`src/design/spaq_pkg.sv`:
```
package spaq_pkg;

   localparam int unsigned SPAQ_DEPTH = 16;
   localparam int unsigned VALUE_W = 32;
   localparam int unsigned STATUS_W = 2;
   localparam int unsigned OCC_W = 5;

   localparam logic REQ_ENQUEUE = 1'b0;
   localparam logic REQ_DEQUEUE = 1'b1;

   typedef enum logic [STATUS_W-1:0] {
      STATUS_OK    = 2'd0,
      STATUS_EMPTY = 2'd1,
      STATUS_FULL  = 2'd2
   } status_type;

   typedef enum logic [2:0] {
      ST_IDLE,
      ST_INS_READ,
      ST_INS_CMP,
      ST_INS_PLACE,
      ST_DEQ_READ,
      ST_DEQ_MOVE,
      ST_FINISH
   } state_type;

   typedef struct packed {
      logic                      start;
      logic                      req_type;
      logic signed [VALUE_W-1:0] value;
      logic                      ack;
   } cmd_type;

   typedef struct packed {
      logic                      idle;
      logic                      done;
      status_type                status;
      logic signed [VALUE_W-1:0] value;
      logic [OCC_W-1:0]          occupancy;
   } result_type;

endpackage

```
`src/design/spaq_core.sv`:
```
module spaq_core #(
   parameter int unsigned DEPTH = spaq_pkg::SPAQ_DEPTH
) (
   input  logic                 clock,
   input  logic                 reset,
   input  spaq_pkg::cmd_type    cmd,
   output spaq_pkg::result_type result
);
   import spaq_pkg::*;

   localparam int unsigned IDX_W = $clog2(DEPTH);
   localparam int unsigned CNT_W = $clog2(DEPTH + 1);

   logic signed [VALUE_W-1:0] entries_ff [DEPTH];
   logic signed [VALUE_W-1:0] rd_data_ff;

   state_type                 state_ff, state_in;
   logic [CNT_W-1:0]          count_ff, count_in;
   logic [IDX_W-1:0]          idx_ff, idx_in;
   logic signed [VALUE_W-1:0] value_ff, value_in;
   logic signed [VALUE_W-1:0] out_ff, out_in;
   status_type                status_ff, status_in;

   logic                      wr_en;
   logic [IDX_W-1:0]          wr_addr;
   logic signed [VALUE_W-1:0] wr_data;
   logic [IDX_W-1:0]          rd_addr;

   logic                      full;
   logic                      empty;
   logic                      idx_one;
   logic                      last;
   logic                      shift_down;
   logic [CNT_W+OCC_W-1:0]    occ_wide;

   assign full       = (count_ff == CNT_W'(DEPTH));
   assign empty      = (count_ff == '0);
   assign idx_one    = (idx_ff == IDX_W'(1));
   assign last       = (CNT_W'(CNT_W'(idx_ff) + CNT_W'(1)) == count_ff);
   assign shift_down = (rd_data_ff >= value_ff);
   assign occ_wide   = {{OCC_W{1'b0}}, count_ff};

   always_comb begin
      state_in = state_ff;
      case (state_ff)
         ST_IDLE: begin
            if (cmd.start) begin
               if (cmd.req_type == REQ_ENQUEUE) begin
                  state_in = (full || empty) ? ST_FINISH : ST_INS_READ;
               end else begin
                  state_in = empty ? ST_FINISH : ST_DEQ_READ;
               end
            end
         end
         ST_INS_READ:  state_in = ST_INS_CMP;
         ST_INS_CMP: begin
            if (shift_down) begin
               state_in = idx_one ? ST_INS_PLACE : ST_INS_READ;
            end else begin
               state_in = ST_FINISH;
            end
         end
         ST_INS_PLACE: state_in = ST_FINISH;
         ST_DEQ_READ:  state_in = ST_DEQ_MOVE;
         ST_DEQ_MOVE:  state_in = last ? ST_FINISH : ST_DEQ_READ;
         ST_FINISH:    state_in = cmd.ack ? ST_IDLE : ST_FINISH;
         default:      state_in = ST_IDLE;
      endcase
   end

   always_comb begin
      count_in  = count_ff;
      idx_in    = idx_ff;
      value_in  = value_ff;
      out_in    = out_ff;
      status_in = status_ff;
      wr_en     = 1'b0;
      wr_addr   = idx_ff;
      wr_data   = value_ff;
      rd_addr   = idx_ff;
      case (state_ff)
         ST_IDLE: begin
            if (cmd.start) begin
               value_in  = cmd.value;
               out_in    = '0;
               status_in = STATUS_OK;
               idx_in    = '0;
               if (cmd.req_type == REQ_ENQUEUE) begin
                  if (full) begin
                     status_in = STATUS_FULL;
                  end else if (empty) begin
                     wr_en    = 1'b1;
                     wr_addr  = '0;
                     wr_data  = cmd.value;
                     count_in = CNT_W'(count_ff + CNT_W'(1));
                  end else begin
                     idx_in = count_ff[IDX_W-1:0];
                  end
               end else if (empty) begin
                  status_in = STATUS_EMPTY;
               end
            end
         end
         ST_INS_READ: begin
            rd_addr = IDX_W'(idx_ff - IDX_W'(1));
         end
         ST_INS_CMP: begin
            wr_en = 1'b1;
            if (shift_down) begin
               wr_data = rd_data_ff;
               idx_in  = IDX_W'(idx_ff - IDX_W'(1));
            end else begin
               count_in = CNT_W'(count_ff + CNT_W'(1));
            end
         end
         ST_INS_PLACE: begin
            wr_en    = 1'b1;
            count_in = CNT_W'(count_ff + CNT_W'(1));
         end
         ST_DEQ_MOVE: begin
            if (idx_ff == '0) begin
               out_in = rd_data_ff;
            end else begin
               wr_en   = 1'b1;
               wr_addr = IDX_W'(idx_ff - IDX_W'(1));
               wr_data = rd_data_ff;
            end
            if (last) begin
               count_in = CNT_W'(count_ff - CNT_W'(1));
            end else begin
               idx_in = IDX_W'(idx_ff + IDX_W'(1));
            end
         end
         default: begin
         end
      endcase
   end

   always_ff @(posedge clock) begin
      if (wr_en) begin
         entries_ff[wr_addr] <= wr_data;
      end
      rd_data_ff <= entries_ff[rd_addr];
   end

   always_ff @(posedge clock) begin
      if (reset) begin
         state_ff <= ST_IDLE;
         count_ff <= '0;
      end else begin
         state_ff <= state_in;
         count_ff <= count_in;
      end
   end

   always_ff @(posedge clock) begin
      idx_ff    <= idx_in;
      value_ff  <= value_in;
      out_ff    <= out_in;
      status_ff <= status_in;
   end

   assign result.idle      = (state_ff == ST_IDLE);
   assign result.done      = (state_ff == ST_FINISH);
   assign result.status    = status_ff;
   assign result.value     = out_ff;
   assign result.occupancy = occ_wide[OCC_W-1:0];

endmodule

```
`src/design/sorted_array_priority_queue_unit.sv`:
```
// Sorted-array minimum priority queue, up to DEPTH signed 32-bit values.
// Request channel (req_valid/req_ready): req_type 0 enqueues req_in_value,
// 1 dequeues the smallest value. Each request yields one response word on
// rsp_valid/rsp_ready: rsp_status (ok, empty, full), rsp_out_value (the
// value removed, else zero) and rsp_occupancy (count after the request).
// Values stay in ascending order in a single-port-write RAM; one compare
// and move step runs over it, one entry at a time. An enqueue shifts up
// each stored value not smaller than the new one and then writes the new
// value; a dequeue reads out the first entry and moves every other one
// down. An enqueue to an empty or full queue, and a dequeue from an empty
// one, skip the step. The next request is accepted only once the engine is
// idle again, from the cycle after the response word is loaded, so the
// engine never works on two requests at once.
// A finished response sits in an output register; while the receiver
// stalls, the next request may still be accepted and worked on, and the
// engine then holds its result until the output register frees.
// Synchronous reset empties the queue and drops any pending response.
module sorted_array_priority_queue_unit #(
   parameter int unsigned DEPTH = spaq_pkg::SPAQ_DEPTH
) (
   input  logic                                clock,
   input  logic                                reset,
   input  logic                                req_valid,
   output logic                                req_ready,
   input  logic                                req_type,
   input  logic signed [spaq_pkg::VALUE_W-1:0] req_in_value,
   output logic                                rsp_valid,
   input  logic                                rsp_ready,
   output logic [spaq_pkg::STATUS_W-1:0]       rsp_status,
   output logic signed [spaq_pkg::VALUE_W-1:0] rsp_out_value,
   output logic [spaq_pkg::OCC_W-1:0]          rsp_occupancy
);
   import spaq_pkg::*;

   cmd_type                   cmd;
   result_type                result;
   logic                      load;
   logic                      rsp_valid_ff, rsp_valid_in;
   status_type                status_ff;
   logic signed [VALUE_W-1:0] value_ff;
   logic [OCC_W-1:0]          occ_ff;

   spaq_core #(
      .DEPTH(DEPTH)
   ) u_core (
      .clock (clock),
      .reset (reset),
      .cmd   (cmd),
      .result(result)
   );

   assign req_ready    = result.idle;
   assign load         = result.done && (!rsp_valid_ff || rsp_ready);

   assign cmd.start    = req_valid && req_ready;
   assign cmd.req_type = req_type;
   assign cmd.value    = req_in_value;
   assign cmd.ack      = load;

   always_comb begin
      rsp_valid_in = rsp_valid_ff;
      if (load) begin
         rsp_valid_in = 1'b1;
      end else if (rsp_ready) begin
         rsp_valid_in = 1'b0;
      end
   end

   always_ff @(posedge clock) begin
      if (reset) begin
         rsp_valid_ff <= 1'b0;
      end else begin
         rsp_valid_ff <= rsp_valid_in;
      end
   end

   always_ff @(posedge clock) begin
      if (load) begin
         status_ff <= result.status;
         value_ff  <= result.value;
         occ_ff    <= result.occupancy;
      end
   end

   assign rsp_valid     = rsp_valid_ff;
   assign rsp_status    = status_ff;
   assign rsp_out_value = value_ff;
   assign rsp_occupancy = occ_ff;

endmodule

```
`config.mk`:
```
export PLATFORM = sky130hd
export DESIGN_NAME = sorted_array_priority_queue_unit
export DESIGN_NICKNAME = d
export VERILOG_FILES = /design/src/design/spaq_pkg.sv /design/src/design/spaq_core.sv /design/src/design/sorted_array_priority_queue_unit.sv
export SDC_FILE = /design/constraint.sdc
export NUM_CORES = 1
export LEC_CHECK = 0
export ABC_AREA = 1
export BUFFER_PORTS_ARGS = -buffer_cell sky130_fd_sc_hd__buf_2
export CAP_MARGIN = 5
export CORE_ASPECT_RATIO = 1.2
export CORE_MARGIN = 10
export CORE_UTILIZATION = 30
export DETAILED_ROUTE_END_ITERATION = 16
export MAX_ROUTING_LAYER = met4
export PLACE_DENSITY = 0.49
export SLEW_MARGIN = 20
export SYNTH_ARGS = -nofsm -noshare
export SYNTH_HDL_FRONTEND = slang
export SYNTH_SLANG_ARGS = --single-unit
export TNS_END_PERCENT = 5
```
`constraint.sdc`:
```
create_clock -name clock -period 5.1 [get_ports clock]
set_input_delay 1.53 -clock clock [delete_from_list [all_inputs] [get_ports clock]]
set_output_delay 1.53 -clock clock [all_outputs]
set_load 0.01 [all_outputs]
```
# After elaboration in Yosys (flattened, before gate mapping)
# Memories as Yosys holds them, arrays and structs flattened. A register that Yosys moved wholly into a read port is not among the register bits.
# Cells that the tools add are included.
dict set report classes {
  mux 53
  magnitude_cmp 1
  eq_ne 18
  n_reduce_logical 17
  add_sub_neg 5
}
# operator count
set op_table {}
lappend op_table {{two-way mux 32 bit} 8}
lappend op_table {{case mux 32 bit (3 select lines)} 1}
lappend op_table {{case mux 32 bit (2 select lines)} 1}
lappend op_table {{two-way mux 4 bit} 12}
lappend op_table {{greater-or-equal comparator 32 bit} 1}
lappend op_table {{two-way mux 5 bit} 6}
lappend op_table {{case mux 3 bit (7 select lines)} 1}
lappend op_table {{case mux 5 bit (4 select lines)} 1}
lappend op_table {{two-way mux 3 bit} 5}
lappend op_table {{case mux 4 bit (3 select lines)} 1}
lappend op_table {{two-way mux 1 bit} 10}
lappend op_table {{two-way mux 2 bit} 5}
lappend op_table {{!= test 2 x 1 -> 1 bit, second input constant} 5}
lappend op_table {{equality test 3 bit, second input constant} 3}
lappend op_table {{!= test 2 bit, second input constant} 4}
lappend op_table {{case mux 4 bit (2 select lines)} 1}
lappend op_table {{AND reduction 7 bit} 1}
lappend op_table {{equality test 3 x 2 -> 1 bit, second input constant} 2}
lappend op_table {{adder 4 x 1 -> 5 bit, second input constant} 1}
lappend op_table {{adder 5 x 1 -> 5 bit, second input constant} 1}
lappend op_table {{equality test 5 bit} 1}
lappend op_table {{equality test 5 bit, second input constant} 1}
lappend op_table {{zero test 5 bit} 1}
lappend op_table {{subtractor 5 x 1 -> 5 bit, second input constant} 1}
lappend op_table {{17 further kinds} 20}
dict set report word_totals {
  register_bits 118
  n_memories 1
  word_cells 105
  output_inout_bits 41
  mem_bits_rw 512
  inputBits 37
}
# name words width read_ports rd_ports_with_merged_regs wr line_no
set memory_table {}
lappend memory_table {u_core.entries_ff 16 32 1 1 1 spaq_core.sv:14} ;# logic signed [VALUE_W-1:0] entries_ff [DEPTH];

# Depth between registers and ports, before layout
# Gate-level depths: netlist (run 1).
dict set report logic_depth {
  depth_word 8
  ltp_mapped 20
  ltp_nobuf 19
}

# Modules after synthesis
# From an unflattened synthesis (run 1), not the netlist that was laid out.
dict set report hier_totals {
  hier_cells 2079
  hier_area_um2 26779.4
}
# mod seq_area_each_um2 cells_per_inst n_inst area_each_um2
set modules_own_cells {}
lappend modules_own_cells {spaq_core 18277.5 2032 1 25553.3}
lappend modules_own_cells {sorted_array_priority_queue_unit 1191.1 47 1 1226.2}

# Least setup slack after synthesis (run 1)
# Ideal clock, no wire load.
dict set report synth_timing {
  path_kind {input to register}
  from {in req_valid}
  to {mem u_core.entries_ff[0][0] (enable)}
  required_ps 4639
  n_path_buf 0
  stages 10
  slack_ps 88
  arrival_ps 4551
  setup_ps 461
  cell_sequence {inv_1 nor2_1 nand2_1 nand2_1 inv_2 nor2_4 nand3_1 nand2_1 nand2_1 nor3_1}
}
dict set report synth_between {
  elab_chain_cells 5
  elab_cells_between_ends 7
  cone_classes {6 x mux; 1 x reduce/logical}
}
# element line_no
set synth_lines {}
lappend synth_lines {{start, declared} sorted_array_priority_queue_unit.sv:23} ;# input logic req_valid,
lappend synth_lines {{logical AND 1 bit *} sorted_array_priority_queue_unit.sv:55} ;# assign cmd.start = req_valid && req_ready;
lappend synth_lines {{two-way mux 1 bit} spaq_core.sv:83} ;# if (cmd.start) begin
lappend synth_lines {{case mux 1 bit (3 select lines)} spaq_core.sv:81} ;# case (state_ff)
lappend synth_lines {{two-way mux 1 bit} spaq_core.sv:140} ;# if (wr_en) begin
lappend synth_lines {{two-way mux 1 bit (implied by the code)} spaq_core.sv:141} ;# entries_ff[wr_addr] <= wr_data;
lappend synth_lines {{end, declared} spaq_core.sv:14}
# Mark *: on every way between the ends. The rest lies on a longest branch, timed or not.

# Final worst setup path (run 1)
dict set report layout_timing {
  from {reg u_core.idx_ff[0]}
  to {reg u_core.rd_data_ff[6], read port of u_core.entries_ff}
}
dict set report layout_between {
  elab_chain_cells 2
}
# element line_no
set layout_lines {}
lappend layout_lines {{start, declared} spaq_core.sv:19} ;# logic [IDX_W-1:0] idx_ff, idx_in;
lappend layout_lines {{start signal, assigned} spaq_core.sv:157} ;# idx_ff <= idx_in;
lappend layout_lines {{subtractor 4 x 1 -> 4 bit} spaq_core.sv:105} ;# rd_addr = IDX_W'(idx_ff - IDX_W'(1));
lappend layout_lines {{two-way mux 4 bit *} spaq_core.sv:81}
lappend layout_lines {{end, declared} spaq_core.sv:15} ;# logic signed [VALUE_W-1:0] rd_data_ff;
# Marks and branches as above.
# A chain may end at the register's enable or synchronous reset.

==> flow_summary.yaml, run 1 <==
status:
  status: "finished clean"
timing:
  slew_viol_final: 0
  finalSetupViolations: 0
  maxSlewHeadroom_pct: 32.59
  finalCritPeriodShare_pct: 75.95
  rsz0062_at_grt: "false"
  finalHoldViolCount: 0
  tightest_slew_ns: 1.011
  min_period_ns: 3.873
  max_freq_mhz: 258.2
  worst_clock_skew_ns: 0.03284
  fin_tns_setup_ns: 0
finish:
  fin_util_pct: 34.77
  num-nets-final: 2237
  final_common_cell: "edfxtp_1"
  areaGrowthSynthToFinish_pct: 14.64
  final_cell_mix: "edfxtp_1, nor2_1, o21ai_0"
  fin_area_um2: 31170
  drive_gt1_share_pct: 13.45
run:
  max_cap_viol_count: 0
global_route:
  grt_pass1_vias: 17300
  grt_max_degree: 165
  grt_usage_pct: 14.72
  antenna_found_initial: 0
  grt_first_pass_wirelength_mm: 112.3
  overflow: 0
clock_network:
  clk_latency_ns: 0.63
  postCtsResizedCells: 0
  post-cts-setup-buffer-count: 0
  cts_tree: "yes"
  hold_buffers: 0
  clockBufferDepth: 3
  clk_pin_slew_ns: 0.06
  cts_made_buffers: 67
  clock_sinks: 662
  htreeDepth: 3
  cts_root_buffer: "clkbuf_16"
synth:
  postSynthAreaPerCell_um2: 12.96
  ys_ff_latch: 662
  synth_top_area_share_pct: 68.59
  synthesis.area_um2: 27190
  ys_seq_area_share_pct: 71.61
  syn_nets: 2173
  netlist_instances: 2097
  async_flop_share_pct: 0
  yosysWarnings: 0
  synth-edff-count: 621
  synth.area.top_cells: "edfxtp_1, nor2_1, o21ai_0, dfxtp_1, o221ai_1"
  synth_flop_cell: "edfxtp_1"
  yosys.area.top_type: "edfxtp_1"
  synth_cell_type_count: 48
route:
  met3_length_mm: 3.738
  dr_wl_met2_mm: 35.94
  drt-initial-drc-count: 1759
  drt_wl_total_mm: 74.91
  vias_per_cell: 5.088
  dr_total_vias: 17180
  drc: 0
  topRoutingLayerUsed: "met4"
  first_pass_iters: 5
  ant_nets: 0
  drt-met1-wl_mm: 33.05
  wl_per_cell_um: 22.18
placement:
  dp_hpwl_mm: 44.13
  io_buffers: 77
  place_congestion: 0.8777
  dpl-instance-area_um2: 28910
floorplanning:
  rows: 120
  die_w_um: 294.8
  fp.dieH_um: 349.8
  initial_core_util_pct: 30.33
  core_area_um2: 89640
  ioPinCount: 78
  die_area_um2: 103100
setup_path:
  cp_slowest_cell: "buf_4"
  worst_ep_required_time_ns: 5.63
  endpoint_kind: "flip-flop"
  cp_data_arrival_time_ns: 4.41
  crit_fanout: 78
  critPathKind: "flip-flop to flip-flop"
  start_kind: "flip-flop"
  slowest_delay_ns: 0.79
  critical_path.cell_chain: "inv_1 > ha_1 > o21ai_4 > buf_4 > buf_4 > o21ai_0 > o221ai_1 > o211ai_1 > nand2_1"
  cp_common_cell: "buf_4"
pwr:
  vdd_ir_drop_max_v: 0.0006712
  p_leak_uw: 0.01058
  powerDensity_nw_per_um2: 737.0
worst_hold_path:
  hold_path.class: "flip-flop to flip-flop"
[flip-flops by register name (all words and copies together) (netlist names), 3 cells and up]
register	count
u_core.out_ff	32
rsp_occupancy	5
u_core.state_ff	3
u_core.rd_data_ff	32
u_core.value_ff	32
u_core.count_ff	5
u_core.idx_ff	4
u_core.entries_ff	512
rsp_out_value	32
[synth_stat cells (all sizes together) (23+ instances only)]
cell type  number
nand3          61
buf            95
inv           118
a221oi         23
nand2         151
o22ai          40
o211ai         61
edfxtp        621
clkbuf         28
a21oi          41
nor2          364
dfxtp          41
o21ai         277
ha             38
o221ai         93
[final timing paths]
check,startpoint,endpoint,slack [ns],cells past startpoint
setup / recovery,u_core.idx_ff[0],u_core.rd_data_ff[6],1.23,9
hold / removal,u_core.out_ff[19],rsp_out_value[19],0.42,0
setup reg to reg,u_core.idx_ff[0],u_core.rd_data_ff[6],1.23,9
hold reg to reg,u_core.out_ff[19],rsp_out_value[19],0.42,0
[power by group]
| part | total, µW | switching (µW) | leakage, µW | internal (µW) |
|---|---|---|---|---|
| sequential | 8700 | 357 | 0.00602 | 8340 |
| combinational | 9280 | 7070 | 0.00348 | 2210 |
| clock | 4990 | 2120 | 0.00108 | 2870 |
[metrics by stage]
step	setup WS, ns	power [µW]	cells	hold WS (ns)
after floorplan	0.08818	14650	2097	0.4003
after global placement	1.222	17900	3249	0.4046
after detailed placement	1.146	18060	3249	0.4045
after CTS	1.298	23090	3373	0.4199
after global routing	1.028	24320	3375	0.4241
final	1.227	22970	3377	0.4177
[cells by family after synthesis]
group	share of synthesized area, %
adder cells (fa/ha/maj)	1.823
buffers and inverters	4.234
XOR/XNOR	0.3866
AND/OR/NAND/NOR	9.085
flip-flops	71.61
AO/OA/AOI/OAI	12.86
[cell type report]
class,instances,area [µm²]
clock inverters,40,385.4
inverters,119,455.4
fillers,8617,58470
clock buffers,84,1833
repair buffers,118,850.8
well taps,1159,1450
multi-input cells,1193,6719
diodes,2,5.005
flip-flops and latches,662,19470
[critical path, delay by kind of cell, from the launching register on]
| kind | cells | cell delay (ns) |
|---|---|---|
| adder cells (fa/ha/maj) | 1 | 0.47 |
| buffers and inverters | 3 | 1.66 |
| AND/OR/NAND/NOR | 1 | 0.22 |
| AO/OA/AOI/OAI | 4 | 0.80 |
| flip-flops | 1 | 0.57 |
[layer usage]
layer  global-route usage, %  vias up
met5                       -        -
met4                   5.399        0
met3                   1.913      125
met2                   23.49      522
met1                   19.00     8618
li1                        -     7918
Power figures use the tool's default switching activity.
==> run 2, diff against run 1 <==
- clock period: 5.1 -> 3.5 ns (I/O delays scaled with it)
==> run 2 against run 1 <==
- via count rose by 2.4%
- cell count is 0.86% higher
- hold slack about the same
- flip-flop and latch count unchanged
- clock skew decreased by 0.0087 ns
- largest cell class unchanged
- maximum frequency increased by 19%
- die area unchanged
==> flow_summary.yaml, run 2 (synthesized netlist as in run 1, its figures left out) <==
placement:
  dp_hpwl_mm: 46.83
  place_inst: 3292
  io_buffers: 77
  place_congestion: 0.8461
  pre_cts_slack_ns: 0.1688
clock_network:
  cts_root_buffer: "clkbuf_16"
  clockBufferDepth: 3
  clock_sinks: 662
  htreeDepth: 2
  cts_made_buffers: 60
  cts_tree: "yes"
  clk_latency_ns: 0.64
  hold_buffers: 0
  clk_pin_slew_ns: 0.06
timing:
  maxSlewHeadroom_pct: 45.31
  min_period_ns: 3.258
  slew_viol_final: 0
  finalSetupViolations: 0
  rsz0062_at_grt: "false"
  worst_clock_skew_ns: 0.02419
  max_freq_mhz: 307.0
  setup_ws_ns: 0.2423
  tightest_slew_ns: 0.8180
  fin_tns_setup_ns: 0
  finalHoldViolCount: 0
  finalCritPeriodShare_pct: 93.08
setup_path:
  critical_path.cell_chain: "inv_1 > ha_2 > nand2_1 > nor2_1 > nand4_1 > nor3b_2 > nand2_1 > nand2_1 > nand2_2 > nand3_4 > nand2_4 > buf_12 > o211ai_2"
  cp_common_cell: "nand2_1"
  slowest_delay_ns: 0.65
  crit_fanout: 16
  start_kind: "flip-flop"
  critPathKind: "flip-flop to flip-flop"
  cp_slowest_cell: "o211ai_2"
  worst_ep_required_time_ns: 3.81
  r2r_setup_slack_ns: 0.24
  cp_data_arrival_time_ns: 3.57
  endpoint_kind: "flip-flop"
finish:
  largest_reg_flops: 512
  top_register: "u_core.entries_ff"
  register_area_um2: 19470
  final_common_cell: "edfxtp_1"
  areaGrowthSynthToFinish_pct: 15.86
  num-nets-final: 2272
  fin_cells: 3406
  drive_gt1_share_pct: 14.83
  multi_input_area_um2: 6746
  fillCellCount: 8646
  final_cell_mix: "edfxtp_1, nor2_1, o21ai_0"
run:
  max_cap_viol_count: 0
floorplanning:
  core_area_um2: 89640
  rows: 120
  ioPinCount: 78
  fp.dieH_um: 349.8
  initial_core_util_pct: 30.33
  die_area_um2: 103100
  die_w_um: 294.8
global_route:
  grt_usage_pct: 15.75
  grt_first_pass_wirelength_mm: 117.9
  grt_max_degree: 92
  overflow: 0
  grt_pass1_vias: 17390
  antenna_found_initial: 0
route:
  wl_per_cell_um: 23.68
  drt-initial-drc-count: 1556
  vias_per_cell: 5.165
  drc: 0
  first_pass_iters: 7
  ant_nets: 0
  drt_wl_total_mm: 80.65
  dr_total_vias: 17590
status:
  status: "finished clean"
worst_hold_path:
  hold_path.class: "flip-flop to flip-flop"
pwr:
  vdd_ir_drop_max_v: 0.0006347
  powerDensity_nw_per_um2: 1057
  p_leak_uw: 0.01076
[run 2: per-stage QoR]
step	instance area (µm²)	utilization, %	power, µW	hold slack [ns]
2_1_floorplan	27210	-	21380	0.4003
3_3_place_gp	29540	32.96	26750	0.4013
3_5_place_dp	29540	32.96	26940	0.4045
4_1_cts	31490	35.13	33540	0.4186
5_1_grt	31500	35.14	35230	0.4202
6_report	31500	35.14	33310	0.4173
[run 2: metal layers]
layer	up-vias	global-route usage, %	share of wire (%)
met3	112	1.983	5.7
li1	7987	-	-
met1	8881	19.16	41
met2	613	26.97	50
met5	-	-	0
met4	0	4.898	2.8
[run 2: final timing paths]
check                           cells past startpoint                 from                        to
worst max-delay path                               13  u_core.value_ff[31]  u_core.entries_ff[5][17]
worst min-delay path                                0    u_core.out_ff[25]         rsp_out_value[25]
worst max register to register                     13  u_core.value_ff[31]  u_core.entries_ff[5][17]
worst min register to register                      0    u_core.out_ff[25]         rsp_out_value[25]
[run 2: layout make-up]
cell class / count / share of cell area [%]
tap: 1159 / 4.604
timing repair buffer: 160 / 4.552
clock inverter: 29 / 0.8302
sequential: 662 / 61.81
inverter: 119 / 1.446
antenna: 1 / 0.007945
multi-input combinational: 1193 / 21.42
clock buffer: 83 / 5.331
[run 2: what timing repair did]
action	CTS	global route
endpoints found under the setup margin	0	32
setup buffers	0	1
resized for setup	0	1
[run 2: power breakdown]
part,internal (µW),total (µW),switching (µW),leakage [µW]
sequential,12100,12600,546,0.00602
combinational,3900,14100,10200,0.00379
clock,3650,6550,2900,0.000954
total,19700,33300,13700,0.0108
[run 2: worst max-delay path: cells and delay by family, from the launching register on]
kind                     cells  cell delay [ns]
AO/OA/AOI/OAI                1             0.65
flip-flops                   1             0.39
AND/OR/NAND/NOR              9             1.19
adder cells (fa/ha/maj)      1             0.39
buffers and inverters        2             0.29
